$ cat src/hdl/sis_pkg.sv
// ============================================================================
// sis_pkg
// Shared types and codes for the sorted identifier set: request and result
// beats, status codes and the sequencer states.
// ============================================================================
`default_nettype none

package sis_pkg;

    // Request kinds carried in a request beat.
    typedef enum logic [1:0] {
        REQ_FIND   = 2'd0,
        REQ_ADD    = 2'd1,
        REQ_REMOVE = 2'd2,
        REQ_READ   = 2'd3
    } req_type_t;

    // Status codes reported in a result beat.
    typedef enum logic [1:0] {
        ST_OK    = 2'd0,
        ST_FULL  = 2'd1,
        ST_RANGE = 2'd2
    } status_t;

    // One request beat.
    typedef struct packed {
        req_type_t          req_type;
        logic signed [31:0] item_id;
        logic [5:0]         read_index;
    } sis_req_t;

    // One result beat.
    typedef struct packed {
        logic               was_present;
        status_t            status;
        logic [6:0]         member_count;
        logic signed [31:0] read_value;
    } sis_rsp_t;

    // Sequencer states of the search and shift engine.
    typedef enum logic [3:0] {
        S_IDLE,
        S_DISPATCH,
        S_SEARCH,
        S_SEARCH_CMP,
        S_CHECK,
        S_ACT,
        S_SHIFT_UP,
        S_SHIFT_DN,
        S_DRAIN,
        S_INSERT,
        S_SHRINK,
        S_READ_DATA,
        S_DONE
    } sis_state_t;

endpackage

`default_nettype wire

$ cat src/hdl/sorted_id_set.sv
// ============================================================================
// sorted_id_set
// Set of distinct signed 32-bit identifiers kept in ascending order, with
// find, add, remove and read-by-index requests.
// ============================================================================
// One request beat is taken at a time and yields one result beat. The pace
// is bounded by the single read port of the entry store. A read by index
// reads the addressed entry and registers it as the result. Find, add and
// remove run a binary search of S steps, S being at most
// ceil(log2(count + 1)), then a membership read unless the key lies above
// every member. An add or remove that changes the set then moves the
// entries behind the position one per cycle. The result sits in an output
// register, so the next request is taken while it waits.
`default_nettype none

module sorted_id_set
    import sis_pkg::*;
#(
    parameter int CAPACITY = 64
) (
    input  wire logic     aclk,
    input  wire logic     aresetn,
    input  wire logic     s_valid,
    output logic          s_ready,
    input  wire sis_req_t s_req,
    output logic          m_valid,
    input  wire logic     m_ready,
    output sis_rsp_t      m_rsp
);

    logic     eng_valid;
    logic     eng_ready;
    sis_rsp_t eng_rsp;
    logic     m_valid_reg, m_valid_next;
    sis_rsp_t m_rsp_reg, m_rsp_next;

    sis_engine #(
        .CAPACITY(CAPACITY)
    ) u_engine (
        .aclk     (aclk),
        .aresetn  (aresetn),
        .req_valid(s_valid),
        .req_ready(s_ready),
        .req      (s_req),
        .rsp_valid(eng_valid),
        .rsp_ready(eng_ready),
        .rsp      (eng_rsp)
    );

    // Output register: loads when empty or being emptied this cycle.
    assign eng_ready = !m_valid_reg || m_ready;

    always_comb begin
        m_valid_next = m_valid_reg;
        m_rsp_next   = m_rsp_reg;
        if (eng_valid && eng_ready) begin
            m_valid_next = 1'b1;
            m_rsp_next   = eng_rsp;
        end else if (m_ready) begin
            m_valid_next = 1'b0;
        end
    end

    always_ff @(posedge aclk) begin
        if (!aresetn) begin
            m_valid_reg <= 1'b0;
        end else begin
            m_valid_reg <= m_valid_next;
        end
    end

    always_ff @(posedge aclk) begin
        m_rsp_reg <= m_rsp_next;
    end

    assign m_valid = m_valid_reg;
    assign m_rsp   = m_rsp_reg;

endmodule

`default_nettype wire

$ cat src/hdl/sis_ram.sv
// ============================================================================
// sis_ram
// Generic simple dual-port RAM: one write port, one read port with the read
// data registered.
// ============================================================================
`default_nettype none

module sis_ram #(
    parameter int WIDTH = 32,
    parameter int DEPTH = 64
) (
    input  wire logic                     aclk,
    input  wire logic                     we,
    input  wire logic [$clog2(DEPTH)-1:0] waddr,
    input  wire logic [WIDTH-1:0]         wdata,
    input  wire logic [$clog2(DEPTH)-1:0] raddr,
    output logic      [WIDTH-1:0]         rdata
);

    logic [WIDTH-1:0] mem [DEPTH];

    // Write port and registered read port.
    always_ff @(posedge aclk) begin
        if (we) begin
            mem[waddr] <= wdata;
        end
        rdata <= mem[raddr];
    end

endmodule

`default_nettype wire

$ cat src/hdl/sis_engine.sv
// ============================================================================
// sis_engine
// Sequencer for the sorted identifier set. A signed less-than comparator
// works the binary search and an equality compare the membership test, and
// the entry store is moved one entry per cycle to open or close a gap.
// ============================================================================
`default_nettype none

module sis_engine
    import sis_pkg::*;
#(
    parameter int CAPACITY = 64
) (
    input  wire logic     aclk,
    input  wire logic     aresetn,
    input  wire logic     req_valid,
    output logic          req_ready,
    input  wire sis_req_t req,
    output logic          rsp_valid,
    input  wire logic     rsp_ready,
    output sis_rsp_t      rsp
);

    localparam int IDX_W = $clog2(CAPACITY);
    localparam int CNT_W = $clog2(CAPACITY + 1);
    localparam int CMP_W = (CNT_W > 6) ? CNT_W : 6;
    localparam logic [CNT_W-1:0] CAP_CNT = CNT_W'(CAPACITY);
    localparam logic [CNT_W-1:0] ONE_CNT = CNT_W'(1);

    sis_state_t       state_reg, state_next;
    sis_req_t         req_reg, req_next;
    logic [CNT_W-1:0] count_reg, count_next;
    logic [CNT_W-1:0] lo_reg, lo_next;
    logic [CNT_W-1:0] hi_reg, hi_next;
    logic [CNT_W-1:0] mid_reg, mid_next;
    logic [CNT_W-1:0] ptr_reg, ptr_next;
    logic [IDX_W-1:0] wr_addr_reg, wr_addr_next;
    logic             pend_reg, pend_next;
    logic             present_reg, present_next;
    status_t          status_reg, status_next;
    logic [31:0]      value_reg, value_next;

    logic             ram_we;
    logic [IDX_W-1:0] ram_waddr;
    logic [31:0]      ram_wdata;
    logic [IDX_W-1:0] ram_raddr;
    logic [31:0]      ram_rdata;

    logic [CNT_W-1:0] mid_calc;
    logic [CNT_W-1:0] ptr_inc;
    logic [CNT_W-1:0] ptr_dec;
    logic [CNT_W-1:0] count_dec;
    logic [CNT_W-1:0] pos_inc;
    logic             key_lt;
    logic             key_eq;
    logic [CMP_W-1:0] idx_ext;
    logic [CMP_W-1:0] cnt_cmp;
    logic [CNT_W+6:0] cnt_wide;

    sis_ram #(
        .WIDTH(32),
        .DEPTH(CAPACITY)
    ) u_ram (
        .aclk (aclk),
        .we   (ram_we),
        .waddr(ram_waddr),
        .wdata(ram_wdata),
        .raddr(ram_raddr),
        .rdata(ram_rdata)
    );

    // Index arithmetic and the comparators against the request key.
    assign mid_calc  = lo_reg + ((hi_reg - lo_reg) >> 1);
    assign ptr_inc   = ptr_reg + ONE_CNT;
    assign ptr_dec   = ptr_reg - ONE_CNT;
    assign count_dec = count_reg - ONE_CNT;
    assign pos_inc   = lo_reg + ONE_CNT;
    assign key_lt    = $signed(ram_rdata) < $signed(req_reg.item_id);
    assign key_eq    = ram_rdata == req_reg.item_id;
    assign idx_ext   = CMP_W'(req_reg.read_index);
    assign cnt_cmp   = CMP_W'(count_reg);
    assign cnt_wide  = {7'd0, count_reg};

    // Control state.
    always_ff @(posedge aclk) begin
        if (!aresetn) begin
            state_reg <= S_IDLE;
            count_reg <= '0;
            pend_reg  <= 1'b0;
        end else begin
            state_reg <= state_next;
            count_reg <= count_next;
            pend_reg  <= pend_next;
        end
    end

    // Working registers of the current request.
    always_ff @(posedge aclk) begin
        req_reg     <= req_next;
        lo_reg      <= lo_next;
        hi_reg      <= hi_next;
        mid_reg     <= mid_next;
        ptr_reg     <= ptr_next;
        wr_addr_reg <= wr_addr_next;
        present_reg <= present_next;
        status_reg  <= status_next;
        value_reg   <= value_next;
    end

    // Sequencer: next state, store accesses and result fields.
    always_comb begin
        state_next   = state_reg;
        req_next     = req_reg;
        count_next   = count_reg;
        lo_next      = lo_reg;
        hi_next      = hi_reg;
        mid_next     = mid_reg;
        ptr_next     = ptr_reg;
        wr_addr_next = wr_addr_reg;
        pend_next    = pend_reg;
        present_next = present_reg;
        status_next  = status_reg;
        value_next   = value_reg;
        ram_we       = 1'b0;
        ram_waddr    = wr_addr_reg;
        ram_wdata    = ram_rdata;
        ram_raddr    = ptr_reg[IDX_W-1:0];

        case (state_reg)
            S_IDLE: begin
                if (req_valid) begin
                    req_next     = req;
                    lo_next      = '0;
                    hi_next      = count_reg;
                    present_next = 1'b0;
                    status_next  = ST_OK;
                    value_next   = '0;
                    state_next   = S_DISPATCH;
                end
            end
            S_DISPATCH: begin
                if (req_reg.req_type == REQ_READ) begin
                    if (idx_ext < cnt_cmp) begin
                        ram_raddr  = idx_ext[IDX_W-1:0];
                        state_next = S_READ_DATA;
                    end else begin
                        status_next = ST_RANGE;
                        state_next  = S_DONE;
                    end
                end else begin
                    state_next = S_SEARCH;
                end
            end
            S_SEARCH: begin
                // One halving step per visit while the range is open; the read lands next cycle.
                if (lo_reg < hi_reg) begin
                    ram_raddr  = mid_calc[IDX_W-1:0];
                    mid_next   = mid_calc;
                    state_next = S_SEARCH_CMP;
                end else if (lo_reg < count_reg) begin
                    ram_raddr  = lo_reg[IDX_W-1:0];
                    state_next = S_CHECK;
                end else begin
                    state_next = S_ACT;
                end
            end
            S_SEARCH_CMP: begin
                if (key_lt) begin
                    lo_next = mid_reg + ONE_CNT;
                end else begin
                    hi_next = mid_reg;
                end
                state_next = S_SEARCH;
            end
            S_CHECK: begin
                present_next = key_eq;
                state_next   = S_ACT;
            end
            S_ACT: begin
                case (req_reg.req_type)
                    REQ_ADD: begin
                        if (present_reg) begin
                            state_next = S_DONE;
                        end else if (count_reg >= CAP_CNT) begin
                            status_next = ST_FULL;
                            state_next  = S_DONE;
                        end else if (count_reg > lo_reg) begin
                            ptr_next   = count_dec;
                            state_next = S_SHIFT_UP;
                        end else begin
                            state_next = S_INSERT;
                        end
                    end
                    REQ_REMOVE: begin
                        if (!present_reg) begin
                            state_next = S_DONE;
                        end else if (pos_inc < count_reg) begin
                            ptr_next   = pos_inc;
                            state_next = S_SHIFT_DN;
                        end else begin
                            state_next = S_SHRINK;
                        end
                    end
                    default: begin
                        state_next = S_DONE;
                    end
                endcase
            end
            S_SHIFT_UP: begin
                // Read an entry while the one read last cycle moves up.
                ram_we       = pend_reg;
                pend_next    = 1'b1;
                wr_addr_next = ptr_inc[IDX_W-1:0];
                if (ptr_reg == lo_reg) begin
                    state_next = S_DRAIN;
                end else begin
                    ptr_next = ptr_dec;
                end
            end
            S_SHIFT_DN: begin
                // Read an entry while the one read last cycle moves down.
                ram_we       = pend_reg;
                pend_next    = 1'b1;
                wr_addr_next = ptr_dec[IDX_W-1:0];
                if (ptr_reg == count_dec) begin
                    state_next = S_DRAIN;
                end else begin
                    ptr_next = ptr_inc;
                end
            end
            S_DRAIN: begin
                ram_we    = 1'b1;
                pend_next = 1'b0;
                if (req_reg.req_type == REQ_ADD) begin
                    state_next = S_INSERT;
                end else begin
                    state_next = S_SHRINK;
                end
            end
            S_INSERT: begin
                ram_we     = 1'b1;
                ram_waddr  = lo_reg[IDX_W-1:0];
                ram_wdata  = req_reg.item_id;
                count_next = count_reg + ONE_CNT;
                state_next = S_DONE;
            end
            S_SHRINK: begin
                count_next = count_dec;
                state_next = S_DONE;
            end
            S_READ_DATA: begin
                value_next = ram_rdata;
                state_next = S_DONE;
            end
            S_DONE: begin
                if (rsp_ready) begin
                    state_next = S_IDLE;
                end
            end
            default: begin
                state_next = S_IDLE;
            end
        endcase
    end

    // Handshake and result beat.
    assign req_ready        = state_reg == S_IDLE;
    assign rsp_valid        = state_reg == S_DONE;
    assign rsp.was_present  = present_reg;
    assign rsp.status       = status_reg;
    assign rsp.member_count = cnt_wide[6:0];
    assign rsp.read_value   = value_reg;

endmodule

`default_nettype wire

$ cat config.mk
export PLATFORM = sky130hd
export DESIGN_NAME = sorted_id_set
export DESIGN_NICKNAME = d
export VERILOG_FILES = /design/src/hdl/sis_pkg.sv /design/src/hdl/sorted_id_set.sv /design/src/hdl/sis_ram.sv /design/src/hdl/sis_engine.sv
export SDC_FILE = /design/constraint.sdc
export NUM_CORES = 2
export LEC_CHECK = 0
export ABC_AREA = 0
export BUFFER_PORTS_ARGS = -buffer_cell sky130_fd_sc_hd__buf_2
export CELL_PAD_IN_SITES_DETAIL_PLACEMENT = 0
export CELL_PAD_IN_SITES_GLOBAL_PLACEMENT = 1
export CORE_MARGIN = 2
export CORE_UTILIZATION = 62
export CTS_BUF_LIST = sky130_fd_sc_hd__clkbuf_8
export CTS_CLUSTER_DIAMETER = 80
export CTS_CLUSTER_SIZE = 40
export DETAILED_ROUTE_END_ITERATION = 12
export PLACE_DENSITY_LB_ADDON = 0.1
export SYNTH_ARGS = -nofsm -noshare
export SYNTH_HDL_FRONTEND = slang
export SYNTH_HIERARCHICAL = 1
export SYNTH_SLANG_ARGS = --single-unit
$ cat constraint.sdc
create_clock -name aclk -period 8.2 [get_ports aclk]
set_clock_uncertainty 0.15 [all_clocks]
set_input_delay 0.41 -clock aclk [delete_from_list [all_inputs] [get_ports aclk]]
set_output_delay 0.41 -clock aclk [all_outputs]
set_load 0.01 [all_outputs]
==> impl_metrics.tcl <==
set metrics [dict create \
    outcome "complete, no violations" \
    yosysTopAreaCell "edfxtp_1" \
    critPathKind "flop to flop" \
    worstRegToRegCells 15 \
    totalWireLength_um 223000 \
    power_frac_comb 0.426 \
    seqPwrFrac 0.424 \
    first_pass_iters 6 \
    fp.dieH_um 380 \
    setup.worst_path.end_class "flop" \
    async_reset_ff_frac 0 \
    synth_compound_area_frac 0.0252 \
    n_fill_cell 8951 \
    final_antenna_net_count 0 \
    post-route-drc-count 0 \
    seq_area_frac_synth 0.762 \
    final_nets 4458 \
    synthCells 4138 \
    cts.htree.levels 3 \
    syn-cell-area_mm2 0.0879 \
    fin_crit_sh 0.814 \
    register_area_mm2 0.0669 \
    cts_buffers 93 \
    start_util 0.623 \
    rsz0062_at_grt "no" \
    synthAdderAreaFrac 0.0110 \
    synth.top_cell.area_share 0.751 \
    r2r_end "u_engine/u_ram/rdata[13]$_DFF_P_" \
    synth_top_family_by_area "multiplexers" \
    cp-start-kind "flop" \
    power_density_mw_per_mm2 373 \
    syn_nets 4258 \
    max_freq_mhz 150 \
    worstSetupEndpoint "u_engine/u_ram/rdata[13]$_DFF_P_" \
    syn2layout_area_growth_pct 8.00 \
    antenna_found_initial 14 \
    multi_input_area_mm2 0.0202 \
    synth_cell_types 75 \
    place.port_buffers 87 \
    leakage_uw 0.0296 \
    cts_num_sinks 2244 \
    synth_flop_cell "edfxtp_1" \
    cp_slowest_cell "a221o_4" \
    drtIter0Drc 6556 \
    power.internal_uw 21800 \
    wl_per_cell_um 35.3 \
    synth.top_cells.by_count "2199 x edfxtp_1, 544 x mux4_2, 190 x nor2_1, 105 x mux2i_1, 102 x clkbuf_1" \
    synth_mux_area_frac 0.156 \
    arrival_ps 7340 \
    path_cells "inv_1 > ha_1 > a21o_1 > a21oi_1 > o21ai_0 > a41oi_1 > nand2_1 > o22ai_1 > a221o_4 > buf_12 > buf_12 > mux4_2 > mux4_2 > o22ai_1 > nor2_1" \
    yosys.area_share.simple 0.0252 \
    ys_ff_latch 2244 \
    hold_viol 0 \
    gp_congestion 0.915 \
    worstHoldStart "s_req[14]" \
    ios 88 \
    ctsResizeCount 0 \
    synth.avg_cell_area_um2 21.2 \
    r2r-start "u_engine/lo_reg[3]$_SDFFCE_PP0P_" \
    dpl.hpwl_um 134000 \
    max_stage_delay_ps 820 \
    p_sw_frac 0.385 \
    cp-startpoint "u_engine/lo_reg[3]$_SDFFCE_PP0P_" \
    hold_class "input pin to flop" \
    yosys_warnings 6 \
    ff2ff_setup_slack_ps 1520 \
    finalCoreUtilization 0.673 \
    grt_pass1_vias 42600 \
    dieArea_mm2 0.145 \
    worstMarginPinSlew_ps 1310 \
    clock_path_buffers 3 \
    num_vias 43400 \
    clkLatencyLatePin_ps 960 \
    synthXorXnorAreaFrac 0.00605 \
    slew_headroom 0.118 \
    p_sw_uw 13700 \
    slew_violations 0 \
    viasPerCell 6.86 \
    grt_use_total 0.312 \
    vdd_drop_max_uv 346 \
    drive_gt1_frac 0.245 \
    largest_register_ff_count 2048 \
    setup_tns_ps 0 \
    post-route-min-period_ps 6680 \
    ys_top_cells_by_area "edfxtp_1 75%, mux4_2 14%, mux2i_1 1.2%, ha_1 1.1%, dfxtp_1 1.0%" \
    setup_viol 0 \
    grt_max_degree 92 \
    cts_tree "yes" \
    cp_max_fo 55 \
    fin_total_pwr_uw 35400 \
    synth.most_common_cell "edfxtp_1" \
    die_x_um 380 \
    cts_root_buf "clkbuf_8" \
    coreArea_mm2 0.141 \
    synth_edf_count 2199 \
    grt_pass1_wl_um 315000 \
    clkTransAtPathRegs_ps 180 \
    rows 138 \
    cp.required_ps 8860 \
    max_cap_violations 0 \
    clkPwrFrac 0.151 \
    grt_overflow 0 \
]
==> layer usage <==
layer	up-vias	wire, um	global-route usage
li1	17500	-	-
met5	-	13	0
met2	2376	105000	0.482
met1	23200	86300	0.463
met4	2	7220	0.0872
met3	288	24600	0.0621
==> placed cells by master, fill, tap and decap left out, types with 70 or more instances in the layout <==
cell type         n
a21oi_1         100
nor2_1          128
nand2_1          70
edfxtp_1       2199
buf_2            87
o22ai_1          89
mux2i_1         105
mux4_2          544
ha_1             74
dlygate4sd3_1    75
clkbuf_8         95
inv_1            71
buf_4           145
==> power groups by stage <==
| stage | Combinational (uW) | Sequential (uW) | Clock [uW] |
|---|---|---|---|
| detailed placement | 14900 | 15300 | 0 |
| finish | 15100 | 15000 | 5340 |
| global placement | 14800 | 15300 | 0 |
| global route | 15800 | 15000 | 5750 |
| CTS | 14900 | 15000 | 5410 |
| floorplan | 9720 | 15000 | 0 |
==> how the worst min path moves through the flow <==
stage                                      to  slack [ps]  depth (start not counted)
2_1_floorplan              m_rsp[0]$_DFFE_PP_         250                          0
3_3_place_gp               m_rsp[9]$_DFFE_PP_         250                          0
3_5_place_dp              m_rsp[15]$_DFFE_PP_         250                          0
4_1_cts        u_engine/req_reg[15]$_DFFE_PP_           3                          2
5_1_grt        u_engine/req_reg[14]$_DFFE_PP_          30                          2
6_report       u_engine/req_reg[14]$_DFFE_PP_          60                          2
==> what timing repair did <==
item	4_1_cts	5_1_grt
buffers inserted	0	0
endpoints found under the hold margin	56	0
hold buffers	75	0
==> final cells by class <==
cell class                 instances  share of cell area
clock buffer                      95              0.0138
antenna                           11            0.000290
inverter                          71             0.00281
tap                             1890              0.0249
multi-input combinational       1611               0.213
sequential                      2244               0.705
timing repair buffer             317              0.0261
clock inverter                    80              0.0140
==> stage by stage <==
step                worst slack [ps]  instances  instance area, um2  hold slack, ps
CTS                             1520       6308               94900            2.84
detailed placement              1570       6058               91500             255
floorplan                       2940       4138               87900             250
global route                    1200       6311               94900            25.4
global placement                1600       6058               91500             251
finish                          1520       6319               94900            61.1
==> worst max-delay path: cells and delay by family (launching register included) <==
family / cells / cell delay, ps
adders and majority gates: 1 / 370
and+or+nand+nor: 2 / 320
buffers and inverters: 3 / 1040
AOI/OAI and AO/OA: 7 / 2820
DFF: 1 / 590
muxes: 2 / 1170
==> cell families (layout without fill, tap and decap cells) <==
logic type | after synthesis | in the layout
buffers and inverters | 283 | 563
AO/OA/AOI/OAI | 336 | 336
multiplexers | 687 | 687
XOR/XNOR | 56 | 56
other | 0 | 11
adder cells (fa/ha/maj) | 76 | 76
AND/OR/NAND/NOR | 456 | 456
flip-flops | 2244 | 2244
Note: power is estimated with default switching activity, not from simulation.
